`src/design/blb_pkg.sv`:
```
// shared constants and types for the bidirectional line blur
package blb_pkg;

  localparam int LINE_WIDTH = 64;
  localparam int COL_W      = 6;
  localparam int ADDR_W     = COL_W + 1;
  localparam int PIX_W      = 8;
  localparam int STR_W      = 17;
  localparam int LEVEL_W    = 24;
  localparam int FRAC_W     = 16;
  localparam int BLEVEL_W   = 9;
  localparam int WORD_W     = 2 * PIX_W;

  localparam logic [COL_W-1:0]    LastCol     = COL_W'(LINE_WIDTH - 1);
  localparam logic [STR_W-1:0]    StrengthOne = 17'h10000;
  localparam logic [STR_W-1:0]    StrengthRst = 17'h08000;
  localparam logic [PIX_W-1:0]    PixMax      = 8'd255;
  localparam logic [BLEVEL_W-1:0] BLevelMax   = 9'd511;

  // one write into the line store: source pixel in the upper byte
  typedef struct packed {
    logic              en;
    logic [ADDR_W-1:0] addr;
    logic [WORD_W-1:0] data;
  } store_wr_t;

endpackage

```
`src/design/blb_line_store.sv`:
```
// two-bank line store holding source and forward pixels per column
module blb_line_store (
  input  logic                       clk_i,
  input  blb_pkg::store_wr_t         wr_i,
  input  logic [blb_pkg::ADDR_W-1:0] rd_addr_i,
  output logic [blb_pkg::WORD_W-1:0] rd_data_o
);

  logic [blb_pkg::WORD_W-1:0] mem_q [2**blb_pkg::ADDR_W];
  logic [blb_pkg::WORD_W-1:0] rd_data_q;

  always_ff @(posedge clk_i) begin
    if (wr_i.en) begin
      mem_q[wr_i.addr] <= wr_i.data;
    end
    rd_data_q <= mem_q[rd_addr_i];
  end

  assign rd_data_o = rd_data_q;

endmodule

```
`src/design/blb_line_queue.sv`:
```
// two-entry queue of finished line banks between front and back
module blb_line_queue (
  input  logic clk_i,
  input  logic rst_ni,
  input  logic push_i,
  input  logic bank_i,
  input  logic pop_i,
  output logic empty_o,
  output logic bank_o
);

  logic       bank_q [2];
  logic       wptr_q, wptr_d;
  logic       rptr_q, rptr_d;
  logic [1:0] cnt_q, cnt_d;

  always_comb begin
    wptr_d = push_i ? ~wptr_q : wptr_q;
    rptr_d = pop_i ? ~rptr_q : rptr_q;
    cnt_d  = cnt_q + 2'(push_i) - 2'(pop_i);
  end

  always_ff @(posedge clk_i or negedge rst_ni) begin
    if (!rst_ni) begin
      wptr_q <= 1'b0;
      rptr_q <= 1'b0;
      cnt_q  <= 2'd0;
    end else begin
      wptr_q <= wptr_d;
      rptr_q <= rptr_d;
      cnt_q  <= cnt_d;
    end
  end

  always_ff @(posedge clk_i) begin
    if (push_i) begin
      bank_q[wptr_q] <= bank_i;
    end
  end

  assign empty_o = (cnt_q == 2'd0);
  assign bank_o  = bank_q[rptr_q];

endmodule

```
`src/design/blb_front.sv`:
```
// front end: takes pixels, runs the forward smoother, fills the line store
module blb_front (
  input  logic                      clk_i,
  input  logic                      rst_ni,
  input  logic                      push,
  output logic                      full,
  input  logic [blb_pkg::PIX_W-1:0] pixel_i,
  input  logic [blb_pkg::STR_W-1:0] strength_i,
  input  logic                      release_i,
  output blb_pkg::store_wr_t        wr_o,
  output logic                      line_push_o,
  output logic                      line_bank_o
);

  logic [blb_pkg::COL_W-1:0]   col_q, col_d;
  logic                        bank_q, bank_d;
  logic [1:0]                  busy_q, busy_d;
  logic [blb_pkg::LEVEL_W-1:0] level_q, level_d;

  logic                        accept;
  logic                        line_done;
  logic [blb_pkg::LEVEL_W-1:0] level_cur;
  logic signed [24:0]          diff;
  logic signed [42:0]          prod;
  logic signed [26:0]          step;
  logic [blb_pkg::LEVEL_W-1:0] level_new;

  assign full      = (busy_q == 2'd2);
  assign accept    = push && !full;
  assign line_done = accept && (col_q == blb_pkg::LastCol);

  always_comb begin
    // a new line restarts the level at its first pixel
    level_cur = (col_q == '0) ? {pixel_i, 16'h0000} : level_q;
    diff      = $signed({1'b0, pixel_i, 16'h0000}) - $signed({1'b0, level_cur});
    prod      = diff * $signed({1'b0, strength_i});
    step      = 27'(prod >>> blb_pkg::FRAC_W);
    level_new = blb_pkg::LEVEL_W'($signed({3'b000, level_cur}) + step);

    level_d = accept ? level_new : level_q;
    col_d   = col_q;
    bank_d  = bank_q;
    if (accept) begin
      col_d = line_done ? '0 : col_q + 1'b1;
    end
    if (line_done) begin
      bank_d = ~bank_q;
    end
    busy_d = busy_q + 2'(line_done) - 2'(release_i);
  end

  always_ff @(posedge clk_i or negedge rst_ni) begin
    if (!rst_ni) begin
      col_q   <= '0;
      bank_q  <= 1'b0;
      busy_q  <= 2'd0;
      level_q <= '0;
    end else begin
      col_q   <= col_d;
      bank_q  <= bank_d;
      busy_q  <= busy_d;
      level_q <= level_d;
    end
  end

  always_comb begin
    wr_o.en   = accept;
    wr_o.addr = {bank_q, col_q};
    wr_o.data = {pixel_i, level_new[blb_pkg::LEVEL_W-1:blb_pkg::FRAC_W]};
  end

  assign line_push_o = line_done;
  assign line_bank_o = bank_q;

endmodule

```
`src/design/blb_back.sv`:
```
// back end: backward walk over a stored line, then in-order emission
module blb_back (
  input  logic                       clk_i,
  input  logic                       rst_ni,
  input  logic                       line_empty_i,
  input  logic                       line_bank_i,
  output logic                       line_pop_o,
  output logic [blb_pkg::ADDR_W-1:0] rd_addr_o,
  input  logic [blb_pkg::WORD_W-1:0] rd_data_i,
  input  logic [blb_pkg::STR_W-1:0]  strength_i,
  output logic                       release_o,
  input  logic                       pop,
  output logic                       empty,
  output logic [blb_pkg::PIX_W-1:0]  pixel_out_o,
  output logic [blb_pkg::COL_W-1:0]  column_o,
  output logic                       last_o
);

  localparam logic [1:0] StIdle = 2'd0;
  localparam logic [1:0] StWalk = 2'd1;
  localparam logic [1:0] StEmit = 2'd2;

  logic [1:0]                   state_q, state_d;
  logic                         bank_q, bank_d;
  logic                         iss_q, iss_d;
  logic [blb_pkg::COL_W-1:0]    rd_col_q, rd_col_d;
  logic                         vld_q, vld_d;
  logic [blb_pkg::COL_W-1:0]    proc_col_q, proc_col_d;
  logic                         first_q, first_d;
  logic [blb_pkg::BLEVEL_W-1:0] blevel_q, blevel_d;
  logic [blb_pkg::COL_W-1:0]    em_col_q, em_col_d;
  logic                         out_valid_q, out_valid_d;
  logic [blb_pkg::PIX_W-1:0]    out_pix_q;
  logic [blb_pkg::COL_W-1:0]    out_col_q;

  logic [blb_pkg::PIX_W-1:0]    res_mem_q [blb_pkg::LINE_WIDTH];

  logic [blb_pkg::PIX_W-1:0]    src;
  logic [blb_pkg::PIX_W-1:0]    fwd;
  logic [blb_pkg::BLEVEL_W-1:0] b_in;
  logic signed [9:0]            d;
  logic signed [27:0]           prod;
  logic signed [27:0]           prod_adj;
  logic signed [11:0]           q;
  logic signed [12:0]           b_wide;
  logic [blb_pkg::BLEVEL_W-1:0] b_new;
  logic [9:0]                   sum;
  logic [blb_pkg::PIX_W-1:0]    res;
  logic                         res_we;
  logic                         fetch;

  always_comb begin
    src  = rd_data_i[blb_pkg::WORD_W-1:blb_pkg::PIX_W];
    fwd  = rd_data_i[blb_pkg::PIX_W-1:0];
    // backward level starts at the forward value of the end column
    b_in = first_q ? {1'b0, fwd} : blevel_q;
    d    = $signed({2'b00, src}) - $signed({1'b0, b_in});
    prod = d * $signed({1'b0, strength_i});
    // truncate toward zero
    prod_adj = prod[27] ? prod + 28'sd65535 : prod;
    q        = 12'(prod_adj >>> blb_pkg::FRAC_W);
    b_wide   = $signed({4'b0000, b_in}) + 13'(q);
    if (b_wide < 0) begin
      b_new = '0;
    end else if (b_wide > $signed({4'b0000, blb_pkg::BLevelMax})) begin
      b_new = blb_pkg::BLevelMax;
    end else begin
      b_new = b_wide[blb_pkg::BLEVEL_W-1:0];
    end
    sum = {2'b00, fwd} + {1'b0, b_new};
    if (proc_col_q == '0) begin
      res = fwd;
    end else if (sum > {2'b00, blb_pkg::PixMax}) begin
      res = blb_pkg::PixMax;
    end else begin
      res = sum[blb_pkg::PIX_W-1:0];
    end
  end

  assign fetch  = (state_q == StEmit) && (!out_valid_q || pop);
  assign res_we = (state_q == StWalk) && vld_q;

  always_comb begin
    state_d     = state_q;
    bank_d      = bank_q;
    iss_d       = iss_q;
    rd_col_d    = rd_col_q;
    vld_d       = 1'b0;
    proc_col_d  = proc_col_q;
    first_d     = first_q;
    blevel_d    = blevel_q;
    em_col_d    = em_col_q;
    line_pop_o  = 1'b0;
    release_o   = 1'b0;
    out_valid_d = out_valid_q;
    if (pop) begin
      out_valid_d = 1'b0;
    end

    unique case (state_q)
      StIdle: begin
        if (!line_empty_i) begin
          line_pop_o = 1'b1;
          bank_d     = line_bank_i;
          rd_col_d   = blb_pkg::LastCol;
          iss_d      = 1'b1;
          first_d    = 1'b1;
          state_d    = StWalk;
        end
      end
      StWalk: begin
        if (iss_q) begin
          vld_d      = 1'b1;
          proc_col_d = rd_col_q;
          if (rd_col_q == '0) begin
            iss_d = 1'b0;
          end else begin
            rd_col_d = rd_col_q - 1'b1;
          end
        end
        if (vld_q) begin
          first_d  = 1'b0;
          blevel_d = b_new;
          if (proc_col_q == '0) begin
            release_o = 1'b1;
            em_col_d  = '0;
            state_d   = StEmit;
          end
        end
      end
      StEmit: begin
        if (fetch) begin
          out_valid_d = 1'b1;
          if (em_col_q == blb_pkg::LastCol) begin
            state_d = StIdle;
          end else begin
            em_col_d = em_col_q + 1'b1;
          end
        end
      end
      default: begin
        state_d = StIdle;
      end
    endcase
  end

  always_ff @(posedge clk_i or negedge rst_ni) begin
    if (!rst_ni) begin
      state_q     <= StIdle;
      bank_q      <= 1'b0;
      iss_q       <= 1'b0;
      rd_col_q    <= '0;
      vld_q       <= 1'b0;
      proc_col_q  <= '0;
      first_q     <= 1'b0;
      blevel_q    <= '0;
      em_col_q    <= '0;
      out_valid_q <= 1'b0;
    end else begin
      state_q     <= state_d;
      bank_q      <= bank_d;
      iss_q       <= iss_d;
      rd_col_q    <= rd_col_d;
      vld_q       <= vld_d;
      proc_col_q  <= proc_col_d;
      first_q     <= first_d;
      blevel_q    <= blevel_d;
      em_col_q    <= em_col_d;
      out_valid_q <= out_valid_d;
    end
  end

  // result buffer, read data doubles as the output register
  always_ff @(posedge clk_i) begin
    if (res_we) begin
      res_mem_q[proc_col_q] <= res;
    end
    if (fetch) begin
      out_pix_q <= res_mem_q[em_col_q];
      out_col_q <= em_col_q;
    end
  end

  assign rd_addr_o   = {bank_q, rd_col_q};
  assign empty       = !out_valid_q;
  assign pixel_out_o = out_pix_q;
  assign column_o    = out_col_q;
  assign last_o      = (out_col_q == blb_pkg::LastCol);

endmodule

```
`src/design/bidirectional_line_blur_unit.sv`:
```
// top level of the bidirectional line blur
// Usage: pixels of a 64-column line enter left to right through push/full; a
// request is taken at a clock edge with push high and full low. The strength
// register (Q1.16, 65536 = 1.0, larger values act as 1.0) is to be written by
// the user with strength_we_i only while the block is idle; the block does not
// enforce this. Results leave through empty/pop, one per column in increasing
// order, last_o marking the end column. The front takes one pixel per cycle
// while full is low and runs the forward smoother. After a line is complete
// the back walks it backward, one column per cycle through the single read
// port of the line store, then offers the 64 results, one per cycle while pop
// is held. The first result of a line is ready once its backward walk is done;
// the back walks and emits one line before it takes the next. The store has
// two banks, so the next line loads while the previous one is walked and
// emitted; full rises only when both banks hold lines the back has not
// finished walking. A stalled receiver holds the current result and stops the
// emission; the front keeps loading until both banks are taken.
// Reset empties both sides and sets strength to one half.
module bidirectional_line_blur_unit (
  input  logic                       clk_i,
  input  logic                       rst_ni,
  input  logic                       push,
  output logic                       full,
  input  logic [blb_pkg::PIX_W-1:0]  pixel_i,
  input  logic                       strength_we_i,
  input  logic [blb_pkg::STR_W-1:0]  strength_i,
  output logic                       empty,
  input  logic                       pop,
  output logic [blb_pkg::PIX_W-1:0]  pixel_out_o,
  output logic [blb_pkg::COL_W-1:0]  column_o,
  output logic                       last_o
);

  logic [blb_pkg::STR_W-1:0]  strength_q;
  logic [blb_pkg::STR_W-1:0]  strength_eff;
  blb_pkg::store_wr_t         store_wr;
  logic [blb_pkg::ADDR_W-1:0] rd_addr;
  logic [blb_pkg::WORD_W-1:0] rd_data;
  logic                       line_push;
  logic                       line_bank_in;
  logic                       line_pop;
  logic                       line_empty;
  logic                       line_bank_out;
  logic                       bank_release;

  always_ff @(posedge clk_i or negedge rst_ni) begin
    if (!rst_ni) begin
      strength_q <= blb_pkg::StrengthRst;
    end else if (strength_we_i) begin
      strength_q <= strength_i;
    end
  end

  assign strength_eff = (strength_q > blb_pkg::StrengthOne) ? blb_pkg::StrengthOne
                                                            : strength_q;

  blb_front u_front (
    .clk_i       (clk_i),
    .rst_ni      (rst_ni),
    .push        (push),
    .full        (full),
    .pixel_i     (pixel_i),
    .strength_i  (strength_eff),
    .release_i   (bank_release),
    .wr_o        (store_wr),
    .line_push_o (line_push),
    .line_bank_o (line_bank_in)
  );

  blb_line_store u_store (
    .clk_i     (clk_i),
    .wr_i      (store_wr),
    .rd_addr_i (rd_addr),
    .rd_data_o (rd_data)
  );

  blb_line_queue u_queue (
    .clk_i   (clk_i),
    .rst_ni  (rst_ni),
    .push_i  (line_push),
    .bank_i  (line_bank_in),
    .pop_i   (line_pop),
    .empty_o (line_empty),
    .bank_o  (line_bank_out)
  );

  blb_back u_back (
    .clk_i        (clk_i),
    .rst_ni       (rst_ni),
    .line_empty_i (line_empty),
    .line_bank_i  (line_bank_out),
    .line_pop_o   (line_pop),
    .rd_addr_o    (rd_addr),
    .rd_data_i    (rd_data),
    .strength_i   (strength_eff),
    .release_o    (bank_release),
    .pop          (pop),
    .empty        (empty),
    .pixel_out_o  (pixel_out_o),
    .column_o     (column_o),
    .last_o       (last_o)
  );

endmodule

```
`config.mk`:
```
export PLATFORM = sky130hd
export DESIGN_NAME = bidirectional_line_blur_unit
export DESIGN_NICKNAME = d
export VERILOG_FILES = /design/src/design/blb_pkg.sv /design/src/design/blb_line_store.sv /design/src/design/blb_line_queue.sv /design/src/design/blb_front.sv /design/src/design/blb_back.sv /design/src/design/bidirectional_line_blur_unit.sv
export SDC_FILE = /design/constraint.sdc
export NUM_CORES = 2
export LEC_CHECK = 0
export BUFFER_PORTS_ARGS = -buffer_cell sky130_fd_sc_hd__buf_4
export CORE_MARGIN = 10
export CORE_UTILIZATION = 60
export CTS_BUF_LIST = sky130_fd_sc_hd__clkbuf_8
export DETAILED_ROUTE_END_ITERATION = 7
export PLACE_DENSITY_LB_ADDON = 0.25
export SLEW_MARGIN = 25
export SYNTH_ARGS = -nofsm -noshare
export SYNTH_HDL_FRONTEND = slang
export SYNTH_SLANG_ARGS = --single-unit
```
`constraint.sdc`:
```
create_clock -name clk_i -period 32.7 [get_ports clk_i]
set_input_delay 6.54 -clock clk_i [delete_from_list [all_inputs] [get_ports clk_i]]
set_output_delay 6.54 -clock clk_i [all_outputs]
set_load 0.005 [all_outputs]
```
; Word level (Yosys, flattened, before mapping)
; Memory sizes are Yosys's and may differ from the RTL's. A register that Yosys moved wholly into a read port is not among the register bits.
; Cells that the tools add are included.
[classes]
muxes = 46
shift = 0
multipliers = 2
magnitude_cmp = 4
div_mod_pow = 0
eq_ne = 14
n_addsub = 13
n_bitwise = 4
n_reduce_logical = 23
[op_table]
columns = operator, count
row1 = 2-to-1 mux 6 bit, 8
row2 = multiplier 25 x 18 -> 40 bit, 1
row3 = "adder 28 x 17 -> 28 bit, second input constant", 1
row4 = multiplier 10 x 18 -> 28 bit, 1
row5 = 2-to-1 mux 28 bit, 1
row6 = 2-to-1 mux 9 bit, 3
row7 = subtractor 24 x 24 -> 25 bit, 1
row8 = adder 24 bit, 1
row9 = 2-to-1 mux 24 bit, 1
row10 = case mux 6 bit (2 select lines), 2
row11 = 2-to-1 mux 1 bit, 20
row12 = "== test 6 bit, second input constant", 3
row13 = logical NOT 6 bit, 3
row14 = "> comparator 17 bit, second input constant", 1
row15 = 2-to-1 mux 17 bit, 1
row16 = 2-to-1 mux 8 bit, 2
row17 = adder 10 x 12 -> 13 bit, 1
row18 = "> comparator 13 x 10 -> 1 bit, second input constant", 1
row19 = "less-than comparator 13 x 1 -> 1 bit, second input constant", 1
row20 = "adder 6 x 1 -> 6 bit, second input constant", 2
row21 = adder 8 x 9 -> 10 bit, 1
row22 = "> comparator 10 x 8 -> 1 bit, second input constant", 1
row23 = 2-to-1 mux 2 bit, 5
row24 = AND reduction 5 bit, 2
row25 = 19 further kinds, 42
[word_totals]
register_bits = 93
mem_count = 3
output_inout_bits = 17
wordCells = 127
romBits = 0
inputBits = 30
latchBits = 0
ram_bits = 2562
[mem_list]
columns = memory, depth, word_bits, read_ports, rd_ports_with_merged_regs, wr, line
row1 = u_store.mem_q, 128, 16, 1, 1, 1, blb_line_store.sv:9  ; logic [blb_pkg::WORD_W-1:0] mem_q [2**blb_pkg::ADDR_W];
row2 = u_back.res_mem_q, 64, 8, 1, 1, 1, blb_back.sv:36  ; logic [blb_pkg::PIX_W-1:0] res_mem_q [blb_pkg::LINE_WIDTH];
row3 = u_queue.bank_q, 2, 1, 1, 1, 1, blb_line_queue.sv:12  ; logic bank_q [2];

; Logic depth before layout (Yosys ltp)
[logic_depth]
depth_word = 13
ltp_mapped = 62
ltp_nobuf = 58

; Cells and area by module
; Synthesis repeated with hierarchy kept, for this count alone.
[unflattened]
hier_cells = 7172
hier_area_um2 = 126812.9
[modules_own_cells]
columns = module, n_inst, seq_area_each_um2, area_each_um2, cells_per_inst
row1 = blb_line_store, 1, 61819.3, 78522.8, 3086
row2 = blb_back, 1, 16646.0, 29333.1, 1935
row3 = blb_front, 1, 825.8, 17864.6, 2074
row4 = bidirectional_line_blur_unit, 1, 426.7, 830.8, 60
row5 = blb_line_queue, 1, 160.2, 261.5, 17

; Worst setup path after synthesis
; Ideal clock, no wire load.
[synth_path]
kind = in2reg
from = input port pixel_i[1] (netlist bit)
to = memory u_store.mem_q[0][4] (netlist bit), data pin
required_ps = 31429
path_stages = 34
setup_slack_ps = 11911
t_arrival_ps = 19518
setup_ps = 1271
path_buffers = 1
path_cell_list = mux2i_1 -> ha_1 -> nand2_1 -> a211o_1 -> a21o_1 -> a2111oi_0 -> nor2_1 -> xnor2_1 -> clkbuf_1 -> nand2_1 -> fa_1 -> inv_1 -> fa_1 -> inv_1 -> fa_1 -> fa_1 -> fa_1 -> inv_1 -> fa_1 -> ha_1 -> a21oi_1 -> o21ai_0 -> a2111o_1 -> nand2_1 -> a21oi_1 -> a21oi_1 -> xnor2_1 -> ha_1 -> nand3_1 -> nand2_1 -> a41oi_1 -> a21oi_1 -> a41oi_1 -> a221oi_1
[synth_rtl]
columns = item, line
row1 = from (decl), bidirectional_line_blur_unit.sv:23  ; input logic [blb_pkg::PIX_W-1:0] pixel_i,
row2 = to (decl), blb_line_store.sv:9

==> flow_metrics.tcl <==
set metrics [dict create \
    status "finished clean" \
    io_pins 47 \
    dieArea_mm2 0.228 \
    grt_max_degree 128 \
    critical_path.top_delay_family "adder cells" \
    routedWlPerCell_um 28.5 \
    clock.fmax_mhz 60.3 \
    skew_ns 0.0813 \
    slowest_stage "buf_4" \
    grt_pass1_wl_mm 451 \
    dr.first_iter.drc_count 7890 \
    end_kind "flop" \
    arrival_ns 17.38 \
    setup_viol 0 \
    drtPass1Iterations 7 \
    critPathKind "in2reg" \
    drv_cap 0 \
    hpwl_mm 185 \
    ant_nets 0 \
    core_area_mm2 0.207 \
    ys_ff_latch 2680 \
    max_slew.worst_pin.slew_ns 1.17 \
    postCtsResizedCells 0 \
    setup_tns_ns 0 \
    worstHoldPathType "reg2reg" \
    max_slew_margin_pct 22.0 \
    async_flop_share_pct 3.28 \
    root_buffer "clkbuf_8" \
    syn_avg_cell_area_um2 17.9 \
    syn_nets 7791 \
    period_minus_slack_ns 16.59 \
    yosysTopAreaCell "edfxtp_1" \
    antenna_found_initial 12 \
    syn_to_final_growth_pct 9.68 \
    synth_cells 7005 \
    maxSlewViolCount 0 \
    fillers 13700 \
    vias_per_cell 6.36 \
    netlist_area_mm2 0.125 \
    critPathRequiredTime_ns 33.49 \
    ys_warn_count 0 \
    slowest_delay_ns 0.65 \
    path_clk_slew_ns 0.06 \
    ys_seq_area_share_pct 63.7 \
    routed-via-count 66800 \
    drc 0 \
    clkSinkCount 2680 \
    yosys-top-cells-count "2576 x edfxtp_1, 840 x mux4_2, 606 x inv_1, 517 x fa_1, 491 x nand2_1" \
    yosys-top-cells-area "edfxtp_1 62%, mux4_2 15%, fa_1 8.3%, ha_1 2.4%, inv_1 1.8%" \
    timing_hold_violations_final 0 \
    grt_util_all_layers_pct 26.5 \
    yosysMostFrequentCell "edfxtp_1" \
    rsz0062_at_grt "no" \
    cts_tree "yes" \
    synth_ff_type "edfxtp_1" \
    post-cts-setup-buffer-count 0 \
    yosys.area.top_type_share_pct 61.7 \
    fin_crit_sh_pct 50.7 \
    ys_types 89 \
    synth_edf_count 2576 \
    worst-path-buf-inv 7 \
    start_util_pct 60.4 \
    numCtsBuffers 421 \
    grt_overflow 0 \
    cp-start-kind "primary input" \
    wirelength_mm 299 \
    final_nets 8188 \
    htree_levels 5 \
    crit_path_frequent_cell "fa_1" \
    clockBufferDepth 4 \
    die_w_um 477 \
    rows 167 \
    port_buffers 46 \
    ctsHoldBuffers 0 \
    drive_above_1_share_pct 22.8 \
    grt_pass1_vias 69200 \
    crit_fanout 71 \
    die_h_um 477 \
    place_congestion 0.859 \
    clk-insertion-delay-late_ns 1.11 \
]
-- sequential cells by signal, summed over array words and instances, names as in the netlist, 2 cells and up --
name and cells:
u_back.pixel_out_o 8, u_back.em_col_q 6, u_back.rd_col_q 6, u_front.level_q 24, u_store.rd_data_o 16, u_back.res_mem_q 512, u_queue.cnt_q 2, u_front.col_q 6
u_back.proc_col_q 6, u_back.blevel_q 9, u_store.mem_q 2048, u_back.column_o 6, u_front.busy_q 2, strength_q 17, u_back.state_q 2, u_queue.bank_q 2
-- layer usage --
metal,vias up,part of all wire [%],GRT usage (%)
met1,35100,39,37.6
met4,4,3.6,9.31
met3,658,9.5,5.02
li1,27400,-,-
met5,-,0.0094,0
met2,3554,48,41.8
-- logic make-up (layout without fill, tap and decap cells) --
group	after synthesis	count (layout)	share of synthesized area [%]
simple gates	1255	1255	4.38
buf+inv	933	1635	2.81
mux	910	910	15.7
xor+xnor	139	139	0.971
flops	2680	2680	63.7
other cells	0	9	0
compound gates	332	332	1.81
fa+ha+maj	756	756	10.6
-- worst min-delay path, cell delays in order (launching register included) --
cell and delay [ns]:
dfrtp_1 0.34, nand2_1 0.05, nand2_1 0.06
-- final timing paths --
| kind | start | end | slack, ns | cells past startpoint |
|---|---|---|---|---|
| setup / recovery | pixel_i[1] | u_store.mem_q[99][7]$_DFFE_PP_ | 16.11 | 41 |
| hold / removal | u_front.level_q[16]$_DFFE_PN0P_ | u_front.level_q[16]$_DFFE_PN0P_ | 0.48 | 2 |
| setup reg to reg | u_back.first_q$_DFFE_PN0P_ | u_back.res_mem_q[51][5]$_DFFE_PP_ | 17.20 | 54 |
| hold reg to reg | u_front.level_q[16]$_DFFE_PN0P_ | u_front.level_q[16]$_DFFE_PN0P_ | 0.48 | 2 |
| max in group asynchronous | rst_ni | u_back.rd_col_q[1]$_DFFE_PN0P_ | 25.94 | 2 |
| min in group asynchronous | rst_ni | strength_q[7]$_DFFE_PN0P_ | 5.56 | 1 |
-- layout make-up --
cell class | instances | area (µm²) | area share (%)
flip-flops and latches | 2680 | 79900 | 58.1
multi-input cells | 3392 | 42200 | 30.7
clock buffers | 429 | 5900 | 4.29
well taps | 2788 | 3490 | 2.54
repair buffers | 300 | 2340 | 1.70
inverters | 607 | 2280 | 1.66
clock inverters | 299 | 1420 | 1.03
diodes | 9 | 22.5 | 0.0164
-- layout by cell type, fill, tap and decap left out, drive strengths merged, types with 33 or more instances in the layout --
cell type and n:
a21o 33, a21oi 72, and2 95, buf 300, clkbuf 429, clkinv 147, dfrtp 87, edfxtp 2576
fa 517, ha 239, inv 746, mux2 51, mux4 840, nand2 491, nand3 45, nor2 438
nor2b 33, o21ai 82, xnor2 103, xor2 36
-- metrics by stage --
stage	std cells	util [%]	setup slack (ns)	hold WS, ns	instance area [µm²]
2_1_floorplan	7005	-	11.91	0.423	125000
3_3_place_gp	9765	62.7	15.02	0.458	130000
3_5_place_dp	9765	62.7	14.78	0.468	130000
4_1_cts	10500	66.2	15.94	0.478	137000
5_1_grt	10500	66.3	15.50	0.500	138000
6_report	10500	66.3	16.11	0.483	138000
Power is not shown: default switching activity piles up to over one toggle a cycle in this logic, so the estimate is an artifact.
